**src/rtl/bvfl_pkg.sv**
```systemverilog
`default_nettype none
// ----------------------------------------------------------------------------
// bvfl_pkg
// Shared types, constants and the charge level table of the battery voltage
// filter.
// ----------------------------------------------------------------------------
package bvfl_pkg;

    // Field and register widths.
    localparam int TICK_W     = 16;
    localparam int RAW_W      = 8;
    localparam int VOLT_W     = 16;
    localparam int LEVEL_W    = 7;
    localparam int OFFSET_W   = 10;
    localparam int INTERVAL_W = 16;
    localparam int ADDR_W     = 3;
    localparam int DATA_W     = 32;

    // Register indexes, decoded from paddr[2].
    localparam logic REG_OFFSET   = 1'b0;
    localparam logic REG_INTERVAL = 1'b1;

    // Register reset values.
    localparam logic [OFFSET_W-1:0]   OFFSET_RESET   = 10'd200;
    localparam logic [INTERVAL_W-1:0] INTERVAL_RESET = 16'd1;

    // Filter and level mapping constants.
    localparam logic [VOLT_W-1:0]  JUMP_THRESHOLD = 16'd50;
    localparam logic [VOLT_W-1:0]  LEVEL_LOW_V    = 16'd200;
    localparam logic [VOLT_W-1:0]  LEVEL_HIGH_V   = 16'd300;
    localparam logic [LEVEL_W-1:0] LEVEL_FULL     = 7'd100;
    localparam int                 FILTER_SHIFT   = 2;
    localparam int                 ROM_DEPTH      = 100;

    // Control from the sequencer to the filter datapath.
    typedef struct packed {
        logic upd_filter;
        logic upd_level;
        logic sampled;
    } bvfl_ctrl_t;

    // Result of one item as seen by the output register.
    typedef struct packed {
        logic [VOLT_W-1:0]  filtered_voltage;
        logic [LEVEL_W-1:0] charge_level;
        logic               level_changed;
    } bvfl_res_t;

    // Status of the serial remainder unit.
    typedef struct packed {
        logic done;
        logic zero;
    } bvfl_mod_stat_t;

    // Charge level table for voltages from 2.00 V to 2.99 V.
    localparam logic [LEVEL_W-1:0] LEVEL_ROM [ROM_DEPTH] = '{
          7'd0,   7'd0,   7'd0,   7'd0,   7'd0,   7'd0,   7'd0,   7'd0,   7'd0,   7'd0,
          7'd0,   7'd0,   7'd0,   7'd0,   7'd0,   7'd0,   7'd1,   7'd1,   7'd1,   7'd1,
          7'd1,   7'd1,   7'd1,   7'd1,   7'd2,   7'd2,   7'd2,   7'd2,   7'd3,   7'd3,
          7'd4,   7'd5,   7'd5,   7'd6,   7'd7,   7'd8,   7'd9,   7'd10,  7'd11,  7'd12,
          7'd14,  7'd15,  7'd17,  7'd18,  7'd21,  7'd24,  7'd28,  7'd33,  7'd40,  7'd47,
          7'd54,  7'd64,  7'd72,  7'd76,  7'd78,  7'd80,  7'd82,  7'd83,  7'd85,  7'd86,
          7'd87,  7'd88,  7'd89,  7'd90,  7'd91,  7'd92,  7'd93,  7'd93,  7'd94,  7'd95,
          7'd95,  7'd96,  7'd96,  7'd97,  7'd97,  7'd98,  7'd98,  7'd99,  7'd99,  7'd99,
        7'd100, 7'd100, 7'd100, 7'd100, 7'd100, 7'd100, 7'd100, 7'd100, 7'd100, 7'd100,
        7'd100, 7'd100, 7'd100, 7'd100, 7'd100, 7'd100, 7'd100, 7'd100, 7'd100, 7'd100
    };

    // Map a filtered voltage to a charge percentage.
    function automatic logic [LEVEL_W-1:0] level_of(input logic [VOLT_W-1:0] v);
        logic [VOLT_W-1:0]  rel;
        logic [LEVEL_W-1:0] idx;
        rel = v - LEVEL_LOW_V;
        idx = rel[LEVEL_W-1:0];
        if (v >= LEVEL_HIGH_V) begin
            level_of = LEVEL_FULL;
        end
        else if (v < LEVEL_LOW_V) begin
            level_of = '0;
        end
        else if (idx >= LEVEL_W'(ROM_DEPTH)) begin
            level_of = LEVEL_FULL;
        end
        else begin
            level_of = LEVEL_ROM[idx];
        end
    endfunction

endpackage
`default_nettype wire

```
**src/rtl/bvfl_mod.sv**
```systemverilog
`default_nettype none
// ----------------------------------------------------------------------------
// bvfl_mod
// Bit-serial restoring remainder unit: shifts one dividend bit per cycle into
// a partial remainder and reports whether the final remainder is zero.
// ----------------------------------------------------------------------------
module bvfl_mod (
    input  wire logic                            clk,
    input  wire logic                            rst_n,
    input  wire logic                            start,
    input  wire logic [bvfl_pkg::TICK_W-1:0]     dividend,
    input  wire logic [bvfl_pkg::INTERVAL_W-1:0] divisor,
    output bvfl_pkg::bvfl_mod_stat_t             stat
);
    import bvfl_pkg::*;

    localparam int CNT_W = $clog2(TICK_W);

    logic                  busy_reg, busy_next;
    logic                  done_reg, done_next;
    logic [CNT_W-1:0]      cnt_reg, cnt_next;
    logic [TICK_W-1:0]     dvd_reg, dvd_next;
    logic [INTERVAL_W-1:0] div_reg, div_next;
    logic [INTERVAL_W-1:0] rem_reg, rem_next;
    logic [INTERVAL_W:0]   trial;
    logic [INTERVAL_W:0]   diff;

    // One restoring step: bring down the next dividend bit and subtract.
    always_comb
    begin
        trial     = {rem_reg, dvd_reg[TICK_W-1]};
        diff      = trial - {1'b0, div_reg};
        busy_next = busy_reg;
        done_next = 1'b0;
        cnt_next  = cnt_reg;
        dvd_next  = dvd_reg;
        div_next  = div_reg;
        rem_next  = rem_reg;
        if (start) begin
            busy_next = 1'b1;
            cnt_next  = CNT_W'(TICK_W - 1);
            dvd_next  = dividend;
            // An interval of zero counts as one.
            div_next  = (divisor == '0) ? INTERVAL_W'(1) : divisor;
            rem_next  = '0;
        end
        else if (busy_reg) begin
            dvd_next = {dvd_reg[TICK_W-2:0], 1'b0};
            if (diff[INTERVAL_W]) begin
                rem_next = trial[INTERVAL_W-1:0];
            end
            else begin
                rem_next = diff[INTERVAL_W-1:0];
            end
            cnt_next = cnt_reg - 1'b1;
            if (cnt_reg == '0) begin
                busy_next = 1'b0;
                done_next = 1'b1;
            end
        end
    end

    // Control state.
    always_ff @(posedge clk or negedge rst_n)
    begin
        if (!rst_n) begin
            busy_reg <= 1'b0;
            done_reg <= 1'b0;
            cnt_reg  <= '0;
        end
        else begin
            busy_reg <= busy_next;
            done_reg <= done_next;
            cnt_reg  <= cnt_next;
        end
    end

    // Datapath shift registers.
    always_ff @(posedge clk)
    begin
        dvd_reg <= dvd_next;
        div_reg <= div_next;
        rem_reg <= rem_next;
    end

    assign stat.done = done_reg;
    assign stat.zero = (rem_reg == '0);

endmodule
`default_nettype wire

```
**src/rtl/bvfl_filter.sv**
```systemverilog
`default_nettype none
// ----------------------------------------------------------------------------
// bvfl_filter
// Voltage low-pass filter with jump on large steps, and the charge level
// tracker that flags level changes.
// ----------------------------------------------------------------------------
module bvfl_filter (
    input  wire logic                          clk,
    input  wire logic                          rst_n,
    input  wire bvfl_pkg::bvfl_ctrl_t          ctrl,
    input  wire logic [bvfl_pkg::RAW_W-1:0]    raw,
    input  wire logic [bvfl_pkg::OFFSET_W-1:0] offset,
    output bvfl_pkg::bvfl_res_t                res
);
    import bvfl_pkg::*;

    logic [VOLT_W-1:0]  filter_reg, filter_next;
    logic [LEVEL_W-1:0] last_level_reg, last_level_next;
    logic [VOLT_W-1:0]  sample;
    logic [VOLT_W-1:0]  diff;
    logic [LEVEL_W-1:0] level;
    logic               changed;

    // New filter value from the sample.
    always_comb
    begin
        sample = VOLT_W'(offset) + VOLT_W'(raw);
        diff   = (filter_reg < sample) ? (sample - filter_reg) : (filter_reg - sample);
        filter_next = filter_reg;
        if (ctrl.upd_filter) begin
            if (diff > JUMP_THRESHOLD) begin
                filter_next = sample;
            end
            else begin
                filter_next = filter_reg + (sample >> FILTER_SHIFT)
                              - (filter_reg >> FILTER_SHIFT);
            end
        end
    end

    // Level of the settled filter value.
    always_comb
    begin
        level           = level_of(filter_reg);
        changed         = ctrl.sampled && (level != last_level_reg);
        last_level_next = last_level_reg;
        if (ctrl.upd_level && changed) begin
            last_level_next = level;
        end
    end

    always_ff @(posedge clk or negedge rst_n)
    begin
        if (!rst_n) begin
            filter_reg     <= '0;
            last_level_reg <= '0;
        end
        else begin
            filter_reg     <= filter_next;
            last_level_reg <= last_level_next;
        end
    end

    assign res.filtered_voltage = filter_reg;
    assign res.charge_level     = ctrl.sampled ? level : last_level_reg;
    assign res.level_changed    = changed;

endmodule
`default_nettype wire

```
**src/rtl/battery_voltage_filter_level.sv**
```systemverilog
`default_nettype none
// ----------------------------------------------------------------------------
// battery_voltage_filter_level
// Battery voltage sampler with low-pass filter and charge level lookup.
// ----------------------------------------------------------------------------
// Each input item carries a tick number and a raw battery byte and yields one
// result item. The tick-modulo-interval test runs in a bit-serial remainder
// unit at one dividend bit per cycle, followed by a step to report, then by
// the filter update and the level lookup, which also loads the output
// register. An item that takes no sample skips the filter update. The input
// stays stalled while an item is in flight; the next item is accepted once
// the sequencer is back in idle after the result is loaded. A finished result
// waits in the output register while the next item is accepted and worked on;
// that item holds in its level cycle, and the input stays stalled, only while
// the earlier result is still waiting. Registers at byte address 0
// (voltage_offset) and 4 (sample_interval) are written through the APB port;
// the user must write them only while no item is in flight, which the block
// itself does not enforce.
// ----------------------------------------------------------------------------
module battery_voltage_filter_level (
    input  wire logic                            clk,
    input  wire logic                            rst_n,
    // Configuration port.
    input  wire logic                            psel,
    input  wire logic                            penable,
    input  wire logic                            pwrite,
    input  wire logic [bvfl_pkg::ADDR_W-1:0]     paddr,
    input  wire logic [bvfl_pkg::DATA_W-1:0]     pwdata,
    output logic      [bvfl_pkg::DATA_W-1:0]     prdata,
    output logic                                 pready,
    // Input channel.
    input  wire logic                            in_valid,
    output logic                                 in_stall,
    input  wire logic [bvfl_pkg::TICK_W-1:0]     tick_number,
    input  wire logic [bvfl_pkg::RAW_W-1:0]      raw_battery,
    // Output channel.
    output logic                                 out_valid,
    input  wire logic                            out_stall,
    output logic                                 sampled,
    output logic      [bvfl_pkg::VOLT_W-1:0]     filtered_voltage,
    output logic      [bvfl_pkg::LEVEL_W-1:0]    charge_level,
    output logic                                 level_changed
);
    import bvfl_pkg::*;

    localparam logic [1:0] ST_IDLE  = 2'd0;
    localparam logic [1:0] ST_DIV   = 2'd1;
    localparam logic [1:0] ST_FILT  = 2'd2;
    localparam logic [1:0] ST_LEVEL = 2'd3;

    logic [1:0]            state_reg, state_next;
    logic [OFFSET_W-1:0]   offset_reg;
    logic [INTERVAL_W-1:0] interval_reg;
    logic [RAW_W-1:0]      raw_reg;
    logic                  sampled_reg, sampled_next;
    logic                  out_valid_reg, out_valid_next;
    logic                  out_sampled_reg;
    bvfl_res_t             out_res_reg;
    logic                  cfg_write;
    logic                  in_fire;
    logic                  out_free;
    logic                  load_out;
    bvfl_mod_stat_t        mod_stat;
    bvfl_ctrl_t            ctrl;
    bvfl_res_t             res;

    // Configuration registers.
    assign pready    = 1'b1;
    assign cfg_write = psel && penable && pwrite && pready;

    always_ff @(posedge clk or negedge rst_n)
    begin
        if (!rst_n) begin
            offset_reg   <= OFFSET_RESET;
            interval_reg <= INTERVAL_RESET;
        end
        else if (cfg_write) begin
            case (paddr[2])
                REG_OFFSET:   offset_reg   <= pwdata[OFFSET_W-1:0];
                REG_INTERVAL: interval_reg <= pwdata[INTERVAL_W-1:0];
                default:      offset_reg   <= offset_reg;
            endcase
        end
    end

    always_comb
    begin
        case (paddr[2])
            REG_OFFSET:   prdata = DATA_W'(offset_reg);
            REG_INTERVAL: prdata = DATA_W'(interval_reg);
            default:      prdata = '0;
        endcase
    end

    // Sequencer for one item.
    assign in_stall = (state_reg != ST_IDLE);
    assign in_fire  = in_valid && !in_stall;
    assign out_free = !out_valid_reg || !out_stall;
    assign load_out = (state_reg == ST_LEVEL) && out_free;

    always_comb
    begin
        state_next   = state_reg;
        sampled_next = sampled_reg;
        case (state_reg)
            ST_IDLE:
            begin
                if (in_fire) begin
                    state_next = ST_DIV;
                end
            end
            ST_DIV:
            begin
                if (mod_stat.done) begin
                    sampled_next = mod_stat.zero;
                    state_next   = mod_stat.zero ? ST_FILT : ST_LEVEL;
                end
            end
            ST_FILT:
            begin
                state_next = ST_LEVEL;
            end
            ST_LEVEL:
            begin
                if (out_free) begin
                    state_next = ST_IDLE;
                end
            end
            default:
            begin
                state_next = ST_IDLE;
            end
        endcase
    end

    always_ff @(posedge clk or negedge rst_n)
    begin
        if (!rst_n) begin
            state_reg   <= ST_IDLE;
            sampled_reg <= 1'b0;
        end
        else begin
            state_reg   <= state_next;
            sampled_reg <= sampled_next;
        end
    end

    // Hold the raw byte while the remainder unit works.
    always_ff @(posedge clk)
    begin
        if (in_fire) begin
            raw_reg <= raw_battery;
        end
    end

    bvfl_mod u_mod (
        .clk      (clk),
        .rst_n    (rst_n),
        .start    (in_fire),
        .dividend (tick_number),
        .divisor  (interval_reg),
        .stat     (mod_stat)
    );

    assign ctrl.upd_filter = (state_reg == ST_FILT);
    assign ctrl.upd_level  = load_out;
    assign ctrl.sampled    = sampled_reg;

    bvfl_filter u_filter (
        .clk    (clk),
        .rst_n  (rst_n),
        .ctrl   (ctrl),
        .raw    (raw_reg),
        .offset (offset_reg),
        .res    (res)
    );

    // Output register.
    always_comb
    begin
        out_valid_next = out_valid_reg;
        if (load_out) begin
            out_valid_next = 1'b1;
        end
        else if (out_valid_reg && !out_stall) begin
            out_valid_next = 1'b0;
        end
    end

    always_ff @(posedge clk or negedge rst_n)
    begin
        if (!rst_n) begin
            out_valid_reg <= 1'b0;
        end
        else begin
            out_valid_reg <= out_valid_next;
        end
    end

    always_ff @(posedge clk)
    begin
        if (load_out) begin
            out_sampled_reg <= sampled_reg;
            out_res_reg     <= res;
        end
    end

    assign out_valid        = out_valid_reg;
    assign sampled          = out_sampled_reg;
    assign filtered_voltage = out_res_reg.filtered_voltage;
    assign charge_level     = out_res_reg.charge_level;
    assign level_changed    = out_res_reg.level_changed;

endmodule
`default_nettype wire
```
**config.mk**
```make
export PLATFORM = sky130hd
export DESIGN_NAME = battery_voltage_filter_level
export DESIGN_NICKNAME = d
export VERILOG_FILES = /design/src/rtl/bvfl_pkg.sv /design/src/rtl/bvfl_mod.sv /design/src/rtl/bvfl_filter.sv /design/src/rtl/battery_voltage_filter_level.sv
export SDC_FILE = /design/constraint.sdc
export NUM_CORES = 1
export LEC_CHECK = 0
export ABC_AREA = 1
export BUFFER_PORTS_ARGS = -buffer_cell sky130_fd_sc_hd__buf_2
export CAP_MARGIN = 10
export CORE_MARGIN = 4
export CORE_UTILIZATION = 33
export CTS_BUF_LIST = sky130_fd_sc_hd__clkbuf_16
export DETAILED_ROUTE_END_ITERATION = 8
export GPL_ROUTABILITY_DRIVEN = 0
export SLEW_MARGIN = 20
export SYNTH_ARGS = -nofsm -noshare
export SYNTH_HDL_FRONTEND = slang
export SYNTH_HIERARCHICAL = 1
export SYNTH_SLANG_ARGS = --single-unit
```
**constraint.sdc**
```tcl
create_clock -name clk -period 5.87 [get_ports clk]
set_input_delay 0.2935 -clock clk [delete_from_list [all_inputs] [get_ports clk]]
set_output_delay 0.2935 -clock clk [all_outputs]
set_load 0.03 [all_outputs]
```
# Word level (Yosys, flattened, before mapping)

Memory sizes are Yosys's and may differ from the RTL's.
Cells that the tools add are included.

Register bits after elaboration: 140
Bits in latches: 0
RAM bits: 0
Memory bits (read-only): 896
Input port bits: 66
Output and inout bits: 60
Logic and storage cells: 91
Memories kept: 1

Memory list:

| name            | words | bits a word | read ports | clocked after memory_dff | wr ports | RTL line       | RTL |
|---|---|---|---|---|---|---|---|
| (no name shown) | 128   | 7           | 1          | 0                        | 0        | bvfl_pkg.sv:85 | `level_of = LEVEL_ROM[idx];` |

Add/subtract/negate cells: 8
Multiply operators: 0
Divide/modulo/power cells: 0
$lt $le $gt $ge: 6
Eq/ne operators: 7
Shift operators: 0
Muxes and demuxes: 27
Bitwise operators: 2
Reduce and logical (&&, ||, !) cells: 22

Operators by type and width:

| kind                | count |
|---|---|
| $mux 16             | 5 |
| $pmux 32 s2         | 1 |
| $mux 7              | 6 |
| $logic_not 16->1    | 2 |
| $sub 17x16->17      | 1 |
| $add 16x9->16       | 1 |
| $ge 16x9->1 const B | 1 |
| $gt 16x6->1 const B | 1 |
| $lt 16x11->1        | 1 |
| $lt 16x8->1 const B | 1 |
| $sub 11x16->16      | 1 |
| $sub 16x11->16      | 1 |
| $sub 16x14->16      | 1 |
| $add 10x8->11       | 1 |
| $mux 1              | 9 |
| $ge 8x8->1 const B  | 1 |
| $mux 4              | 2 |
| $not 7->8           | 1 |
| $pmux 2 s4          | 1 |
| $ge 7x7->1 const B  | 1 |
| $logic_and 1x1->1   | 7 |
| $ne 7x7->1          | 1 |
| $sub 7x7->7 const B | 1 |
| $mux 2              | 3 |
| other kinds (13)    | 21 |

# Logic depth before layout (Yosys ltp)

Gate-level depths: netlist (run 1).

Depth in word-level cells: 11
Gate-level depth with buffers: 30
Gate-level depth less buffers: 29

# Modules after synthesis

Netlist (run 1), hierarchy kept.

By module, submodules not included:

| module                       | times used | cells an instance | area an instance (um2) | seq. area each (um2) |
|---|---|---|---|---|
| bvfl_filter                  | 1          | 751               | 4870.9                 | 575.6 |
| bvfl_mod                     | 1          | 483               | 3409.5                 | 1431.4 |
| battery_voltage_filter_level | 1          | 242               | 2676.3                 | 1746.7 |

# Worst setup path after synthesis (run 1)

No wires, ideal clock.

Path kind: reg-to-reg
Start point: register offset_reg[0]
End point: register u_filter.filter_reg[13]
Library setup time: 0.066 ns
Arrival: 4.040 ns
Data required time: 5.804 ns
Slack: 1.764 ns
Stages on the path, launching flop included: 27
Buffers on the path: 0
Clock period less this slack: 4.106 ns
Cell sequence: dfrtp_1 -> ha_1 -> fa_1 -> nand3_1 -> nand2_1 -> a21oi_1 -> o21bai_1 -> a21oi_1 -> o21bai_1 -> xor2_1 -> inv_1 -> fa_1 -> inv_1 -> ha_1 -> nand2_1 -> nor3_1 -> nand2_1 -> o211ai_1 -> a21oi_1 -> o21bai_1 -> a21oi_1 -> o21bai_1 -> nand3_1 -> nand2_1 -> xor2_1 -> nand3_1 -> nand2_1

Longest elaborated chain between the ends: 5
Elaborated cells between the ends (all ways): 9
Those cells by class: add/sub (5); order compare (2); mux (2)

Ends and longest elaborated chain:

| what                                   | RTL line                           | RTL |
|---|---|---|
| start, declared                        | battery_voltage_filter_level.sv:52 | `logic [OFFSET_W-1:0] offset_reg;` |
| start signal, assigned                 | battery_voltage_filter_level.sv:79 | `REG_OFFSET: offset_reg <= pwdata[OFFSET_W-1:0];` |
| start signal, assigned                 | battery_voltage_filter_level.sv:81 | `default: offset_reg <= offset_reg;` |
| $add 10x8->11 (*)                      | bvfl_filter.sv:27                  | `sample = VOLT_W'(offset) + VOLT_W'(raw);` |
| $sub 16x11->16 (tied with other cells) | bvfl_filter.sv:28                  | `diff = (filter_reg < sample) ? (sample - filter_reg) : (filter_reg - sample);` |
| $mux 16                                | bvfl_filter.sv:28                  |  |
| $gt 16x6->1                            | bvfl_filter.sv:31                  | `if (diff > JUMP_THRESHOLD) begin` |
| $mux 16 (*)                            | bvfl_filter.sv:31                  |  |
| end signal, assigned                   | bvfl_filter.sv:59                  | `filter_reg <= filter_next;` |
| end, declared                          | bvfl_filter.sv:17                  | `logic [VOLT_W-1:0] filter_reg, filter_next;` |

Every way passes the cells marked *; elsewhere a longest branch is shown, timed or not.
A chain may end at the register's enable or synchronous reset.

# Worst setup path after layout (run 1)

Start point: register offset_reg[0]
End point: register u_filter.filter_reg[5]

The elaborated chain is that of the path after synthesis.

==> results of run 1 <==
-- routing by layer --
layer / GRT usage, % / routed length, um
met1: 22.2 / 14100
met2: 24.8 / 12700
met3: 2.33 / 1150
met4: 4.56 / 537
met5: 0 / 0
-- layout by cell type, fill, tap and decap left out, drive strengths merged, types with 39 or more instances in the layout --
| master | n |
|---|---|
| o21ai | 68 |
| inv | 222 |
| xor2 | 39 |
| nor2 | 75 |
| dfrtp | 55 |
| a21oi | 68 |
| ha | 82 |
| nand2 | 481 |
| edfxtp | 65 |
| nand3 | 115 |
| buf | 97 |
-- per-stage QoR --
| stage | cells | hold WS [ps] | setup slack, ps |
|---|---|---|---|
| 4_1_cts | 1993 | 25.3 | 986 |
| 3_3_place_gp | 1961 | 460 | 1120 |
| 3_5_place_dp | 1961 | 464 | 1030 |
| 2_1_floorplan | 1491 | -2.09 | 1760 |
| 6_report | 1993 | 41.7 | 931 |
| 5_1_grt | 1993 | 21.7 | 506 |
-- worst max-delay path, stage by stage, from the launching register on --
cell      delay, ps
dfrtp_1         430
ha_1            280
fa_1            430
nand3_1         110
nand2_1          90
a21oi_1         150
o21bai_1        100
xor2_1          310
inv_1           130
ha_1            380
nand2_1         200
inv_1            80
a21oi_1         190
nand2_2         100
inv_2            60
o21ai_1          70
inv_2           160
nand3_4         210
inv_2           240
nand2_1          90
nand2_2          90
nand3_2          80
nand2_2          80
nand3_2         350
o21ai_0         300
nand3_1         100
nand2_1          70
-- final cells by class --
cell class	count	area [um^2]	share of cell area [%]
sequential	140	3750	30.7
inverter	218	820	6.71
multi-input combinational	1064	6030	49.3
clock inverter	15	136	1.12
clock buffer	17	425	3.48
timing repair buffer	97	503	4.12
tap	442	553	4.53
-- logic make-up after synthesis --
group,after synthesis
adder cells (fa/ha/maj),95
multiplexers,3
buffers and inverters,287
other,2
AND/OR/NAND/NOR,723
XOR/XNOR,53
flip-flops,140
AO/OA/AOI/OAI,173
-- worst min path at each step --
stage	startpoint	endpoint	slack [ps]	cells after the start
3_3_place_gp	u_mod/rem_reg[3]$_SDFFE_PP0P_	u_mod/rem_reg[3]$_SDFFE_PP0P_	460	2
5_1_grt	raw_battery[5]	raw_reg[5]$_DFFE_PP_	20	1
2_1_floorplan	rst_n	interval_reg[10]$_DFFE_PN0P_	-2	0
4_1_cts	raw_battery[2]	raw_reg[2]$_DFFE_PP_	30	1
6_report	raw_battery[2]	raw_reg[2]$_DFFE_PP_	40	1
3_5_place_dp	u_mod/rem_reg[3]$_SDFFE_PP0P_	u_mod/rem_reg[3]$_SDFFE_PP0P_	460	2
==> key figures, run 1 <==
Cells and area
  – Fin area: 0.0122 mm^2
  – Fillers: 3415
  – P&R area growth vs syn: 11.5%
  – # nets final: 1699
  – Layout cells sized above 1: 13.6%
  – Antenna Cells: 0
  – Core Util, Final: 37.5%

Floorplan
  – Initial Util: 33.6%
  – Num rows: 66
  – Die Width: 190 um
  – Ports: 126
  – Die ar.: 0.0362 mm^2
  – Placeable Area: 0.0326 mm^2
  – Die Y: 190 um

Place
  – Placed Area: 0.0117 mm^2
  – Port-buffer cells: 90
  – Detail Placement HPWL: 21.3 mm

Logic synthesis
  – Top FF cell, synth: edfxtp_1
  – Post-synth top area cell: edfxtp_1
  – Asr flop ratio synth: 42.1%
  – EDFF count, synth: 65
  – Adder and majority gate portion of the synthesized area: 11.7%
  – Multiplexer area fraction after synthesis: 0.308%
  – Area contributors post-synth: edfxtp_1 18%, nand2_1 16%, dfrtp_1 13%
  – Post-synth cell types: 56
  – Mapped cell area: 0.0110 mm^2
  – Sequential cell area fraction in the yosys report: 34.3%
  – Avg Cell Area, Syn: 7.42 um^2
  – Main combinational cell family by area after synthesis: simple AND/OR/NAND/NOR gates
  – Mapped Cells: 1476
  – Synth top cells by count: 453 x nand2_1, 205 x inv_1, 109 x nand3_1
  – Syn. warnings: 6
  – Xor/xnor share of the synthesized area: 4.24%
  – Share of the synthesized area in the top cell type: 17.8%
  – Most instantiated library cell after synthesis: nand2_1
  – Post-synthesis compound-gate area fraction: 9.24%
  – Simple-Gate Fraction of Synth Area: 28.8%
  – Yosys reg bits: 140

Setup path
  – Worst Path Required: 6230 ps
  – Flop-to-flop setup slack: 930 ps
  – Arr. time, crit path: 5300 ps
  – Worst Setup Path Type: flip-flop to flip-flop
  – R2R depth: 26
  – Worst Setup Start Kind: flip-flop
  – CP endpoint kind: flip-flop
  – Critical-path maximum fanout: 15
  – CP startpoint: offset_reg[0]$_DFFE_PN0P_
  – Worst r2r src: offset_reg[0]$_DFFE_PN0P_
  – R2R Path End: u_filter/filter_reg[5]$_DFFE_PN0P_
  – Worst setup path endpoint: u_filter/filter_reg[5]$_DFFE_PN0P_

STA
  – Setup_tns: 0 ps
  – RSZ-0062 raised after global routing: false
  – F_max: 202 MHz
  – Final slew viol count: 0
  – Period minus WS final: 4940 ps
  – Worst Tran Pin Value: 933 ps
  – Final setup viols: 0
  – Final hold viol count: 0
  – Normalized max-slew margin: 37.8%
  – Tcrit/Tclk final: 84.1%
  – Final Skew: 18.5 ps

Global route
  – Initial antenna violation count: 0
  – Vias in the first global route: 8969
  – Total track usage: 15.6%
  – GRT Residual Overflow: 0
  – Maximum number of pins on one net before global-route repair: 60
  – First-pass GRT wire length: 46.1 mm

Detailed routing
  – DR iter-0 viols: 680
  – DRT Wirelength: 28.4 mm
  – DR DRC count: 0
  – Avg WL per Cell: 14.3 um
  – Total number of vias: 9501
  – Antenna Nets Post-Route: 0
  – Vias per Instance: 4.77
  – Drt pass-1 iters: 5

Clock network
  – Total CTS buffers: 17
  – Worst-Skew Late Latency: 440 ps
  – CTS sink cnt: 140
  – Post-CTS Hold Fix Bufs: 0
  – # resized after CTS: 0
  – Root buffer cell: clkbuf_16
  – CTS Buffer Depth: 2
  – Post-CTS Setup Repair Bufs: 0
  – Htree depth: 4
  – Worst-path clk slew: 70 ps
  – CTS tree: done

Outcome
  – Status: finished, final reports clean

Run
  – Maxcap violations: 0

Min path
  – Worst min-delay path class: input port to flip-flop
Power of run 1 is not shown: default switching activity piles up to over one toggle a cycle in this logic, so the estimate is an artifact.
==> run 2, diff against run 1 <==
--- a/config.mk
+++ b/config.mk
@@ -5,7 +5,7 @@
 export SDC_FILE = /design/constraint.sdc
 export NUM_CORES = 1
 export LEC_CHECK = 0
-export ABC_AREA = 1
+export ABC_AREA = 0
 export BUFFER_PORTS_ARGS = -buffer_cell sky130_fd_sc_hd__buf_2
 export CAP_MARGIN = 10
 export CORE_MARGIN = 4
==> constraint.sdc (replaced) <==
create_clock -name clk -period 4.11 [get_ports clk]
set_input_delay 0.2055 -clock clk [delete_from_list [all_inputs] [get_ports clk]]
set_output_delay 0.2055 -clock clk [all_outputs]
set_load 0.03 [all_outputs]
==> run 2 against run 1 <==
Net effect: the flow now finishes with violations (setup timing); cell count shrank 17%; design area increased by 7.8%; sequential share of layout area decreased by 2.2 points; routed wire length up 1.2%; fmax rose by 5.8%; first-iteration DRC count down 20%; non-clock buffer count grew 148; critical endpoint is now u_filter/filter_reg[0]$_DFFE_PN0P_.
==> key figures, run 2 <==
Outcome
  – Status: finished with violations (was finished, final reports clean)
  – Failing checks: setup timing

Detailed routing
  – DR iter-0 viols: 547 (was 680)
  – Antenna Nets Post-Route: 0 (unchanged)
  – Vias per Instance: 5.22 (was 4.77)
  – DRT Wirelength: 28.7 mm (was 28.4 mm)
  – DR DRC count: 0 (unchanged)
  – Drt pass-1 iters: 5 (unchanged)
  – Total number of vias: 8643 (was 9501)
  – Avg WL per Cell: 17.3 um (was 14.3 um)

Place
  – Port-buffer cells: 90 (unchanged)
  – Detail Placement HPWL: 21.6 mm (was 21.3 mm)
  – Worst slack at placement: -682 ps (was 1030 ps)

Power
  – Pwr dens: 444 mW/mm^2
  – Power Internal: 3.81 mW
  – Total leakage power: 5.81 nW
  – Sw Share: 34.8%
  – Seq pwr share: 27.4%
  – Logic pwr share: 45.0%
  – Psw: 2.03 mW
  – Clock share of power: 27.6%
  – Maximum vdd ir drop: 0.000274 V

STA
  – Final Skew: 16.1 ps (was 18.5 ps)
  – Final setup viols: 16 (was 0)
  – Tcrit/Tclk final: 114% (was 84.1%)
  – Normalized max-slew margin: 42.5% (was 37.8%)
  – RSZ-0062 raised after global routing: true (was false)
  – F_max: 214 MHz (was 202 MHz)
  – Worst Tran Pin Value: 858 ps (was 933 ps)
  – PnR worst setup slack: -558 ps (was 931 ps)
  – Final hold viol count: 0 (unchanged)
  – Final slew viol count: 0 (unchanged)
  – Period minus WS final: 4670 ps (was 4940 ps)

Floorplan
  – Die Width: 186 um (was 190 um)
  – Initial Util: 33.8% (was 33.6%)
  – Ports: 126 (unchanged)
  – Die Y: 186 um (was 190 um)
  – Placeable Area: 0.0309 mm^2 (was 0.0326 mm^2)
  – Die ar.: 0.0346 mm^2 (was 0.0362 mm^2)
  – Num rows: 64 (was 66)

Logic synthesis
  – EDFF count, synth: 65 (unchanged)
  – Mapped cell area: 0.0104 mm^2 (was 0.0110 mm^2)
  – Most instantiated library cell after synthesis: ha_1 (was nand2_1)
  – Asr flop ratio synth: 42.1% (unchanged)
  – Yosys reg bits: 140 (unchanged)
  – Post-synth top area cell: edfxtp_1 (unchanged)
  – Top FF cell, synth: edfxtp_1 (unchanged)
  – Area contributors post-synth: edfxtp_1 19%, dfrtp_1 13%, ha_1 9.7% (was edfxtp_1 18%, nand2_1 16%, dfrtp_1 13%)
  – Mapped Cells: 1044 (was 1476)
  – Post-synth cell types: 88 (was 56)
  – Avg Cell Area, Syn: 10.0 um^2 (was 7.42 um^2)
  – Syn. warnings: 6 (unchanged)
  – Share of the synthesized area in the top cell type: 18.7% (was 17.8%)
  – Sequential cell area fraction in the yosys report: 35.9% (was 34.3%)
  – Synth top cells by count: 81 x ha_1, 75 x inv_1, 65 x edfxtp_1 (was 453 x nand2_1, 205 x inv_1, 109 x nand3_1)

Setup path
  – Crit path max-delay cell type: or4_1 (was dfrtp_1)
  – Slowest Stage Delay on Critical Path: 560 ps (was 430 ps)
  – Bufs and invs on worst path: 3 (was 5)
  – Critical-path maximum fanout: 8 (was 15)
  – Worst path most repeated cell: a21oi_2 (was nand2_1)
  – Worst Setup Start Kind: flip-flop (unchanged)
  – CP cell instances: ha_2, fa_2, a21o_2, a21oi_2, o21bai_1, a21oi_2, buf_4, xnor2_2, inv_1, ha_2, or3_4, o2111ai_4, a21oi_2, or4_1, a21o_1, a22oi_2, a311oi_2, and3_4, buf_12, a311o_2
  – CP endpoint kind: flip-flop (unchanged)
  – Worst Path Required: 4430 ps (was 6230 ps)
  – Arr. time, crit path: 4990 ps (was 5300 ps)
  – Top Family by Delay on Critical Path: compound AO/OA/AOI/OAI gates (was simple AND/OR/NAND/NOR gates)
  – Worst Setup Path Type: flip-flop to flip-flop (unchanged)

Clock network
  – CTS Buffer Depth: 2 (unchanged)
  – Htree depth: 4 (unchanged)
  – Worst-Skew Late Latency: 430 ps (was 440 ps)
  – Total CTS buffers: 17 (unchanged)
  – CTS sink cnt: 140 (unchanged)
  – Worst-path clk slew: 70 ps (about the same)
  – Root buffer cell: clkbuf_16 (unchanged)
  – CTS tree: done (unchanged)

Global route
  – Maximum number of pins on one net before global-route repair: 50 (was 60)
  – Total track usage: 16.5% (was 15.6%)
  – First-pass GRT wire length: 45.4 mm (was 46.1 mm)
  – Initial antenna violation count: 0 (unchanged)
  – GRT Residual Overflow: 0 (unchanged)
  – Vias in the first global route: 8522 (was 8969)

Min path
  – Worst min-delay path class: input port to flip-flop (unchanged)

Cells and area
  – Antenna Cells: 0 (unchanged)
  – # nets final: 1408 (was 1699)
  – Most common cell after layout, fill and taps aside: buf_4 (was nand2_1)
  – P&R area growth vs syn: 26.1% (was 11.5%)
  – Core Util, Final: 42.6% (was 37.5%)
  – Layout cells sized above 1: 32.7% (was 13.6%)
  – Commonest non-fill, non-tap cells in the layout: 141 x buf_4, 90 x buf_2, 78 x inv_1 (was 453 x nand2_1, 205 x inv_1, 109 x nand3_1)

Run
  – Maxcap violations: 0 (unchanged)
run 2: cell types whose count changed after synthesis, sizes merged, moves of 12 or more:
cell,delta
a211oi,+12
nor2b,+16
mux2,+65
mux2i,+14
nand3,-89
nand2,-422
xnor2,+14
o21ai,-21
and2,+16
a21oi,-19
nand2b,+18
inv,-140
nor2,-18
xor2,-19
run 2: power groups by stage:
stage                     combinational [mW]  clock (mW)  sequential, mW
final                                   2.63        1.61            1.60
after global routing                    2.84        1.71            1.61
after CTS                               2.52        1.65            1.60
after detailed placement                2.32           0            1.63
after global placement                  2.29           0            1.62
after floorplan                         1.44           0            1.60
run 2: worst register-to-register path: stages (launching register included):
cell       delay [ps]
dfrtp_1           380
ha_2              200
fa_2              350
a21o_2            200
a21oi_2           140
o21bai_1           90
a21oi_2           160
buf_4             130
xnor2_2           110
inv_1              60
ha_2              180
or3_4             370
o2111ai_4         260
a21oi_2           100
or4_1             560
a21o_1            210
a22oi_2           190
a311oi_2          130
and3_4            230
buf_12            140
a311o_2           370
run 2: worst paths after layout:
kind	start	endpoint	slack (ps)	cells past startpoint
min in group asynchronous	rst_n	interval_reg[5]$_DFFE_PN0P_	380	2
worst min-delay path	pwdata[10]	interval_reg[10]$_DFFE_PN0P_	20	2
worst max register to register	offset_reg[0]$_DFFE_PN0P_	u_filter/filter_reg[0]$_DFFE_PN0P_	-560	20
max in group asynchronous	rst_n	interval_reg[0]$_DFFE_PN1P_	2770	3
worst min register to register	interval_reg[2]$_DFFE_PN0P_	u_mod/div_reg[2]$_SDFFCE_PN0P_	510	0
worst max-delay path	offset_reg[0]$_DFFE_PN0P_	u_filter/filter_reg[0]$_DFFE_PN0P_	-560	20
run 2: cells by family (layout without fill, tap and decap cells):
logic type / Yosys count / in the layout / synth area share [%]
simple gates: 281 / 281 / 14.3
compound gates: 246 / 246 / 17.2
buf+inv: 151 / 353 / 6.90
flops: 140 / 140 / 35.9
fa+ha+maj: 94 / 94 / 12.2
mux: 82 / 82 / 9.39
xor+xnor: 48 / 48 / 4.02
other cells: 2 / 17 / 0.0719
run 2: what timing repair did:
action	4_1_cts	5_1_grt
hold buffers	10	1
setup endpoints to repair	16	16
endpoints found under the hold margin	34	1
gates resized for setup	26	21
gates cloned	1	0
pin swaps	26	10
buffers inserted	15	1
run 2: area by class of cell:
cell class / instances / area (um^2)
flip-flops and latches: 140 / 3750
well taps: 396 / 495
repair buffers: 245 / 1680
inverters: 76 / 285
clock inverters: 15 / 174
clock buffers: 17 / 425
multi-input cells: 768 / 6360
fillers: 3016 / 17700
run 2: metal layers:
layer	track usage, %	vias up	wire length (um)
li1	-	4219	-
met1	23.3	4142	13600
met2	25.7	239	13100
met3	2.79	43	1440
met4	5.42	0	676
met5	0	-	0
run 2: per-stage QoR:
step | area (um^2) | TNS, ps | hold WS, ps | power [mW] | std cells
5_1_grt | 13200 | -10430 | 7.11 | 6.17 | 1657
2_1_floorplan | 10600 | -6940 | -90.1 | 3.04 | 1059
6_report | 13200 | -6940 | 24.7 | 5.85 | 1657
4_1_cts | 13000 | -7340 | 3.36 | 5.77 | 1655
3_5_place_dp | 12100 | -10320 | 316 | 3.95 | 1597
3_3_place_gp | 12100 | -9260 | 319 | 3.92 | 1597
(Power assumes the default switching activity.)
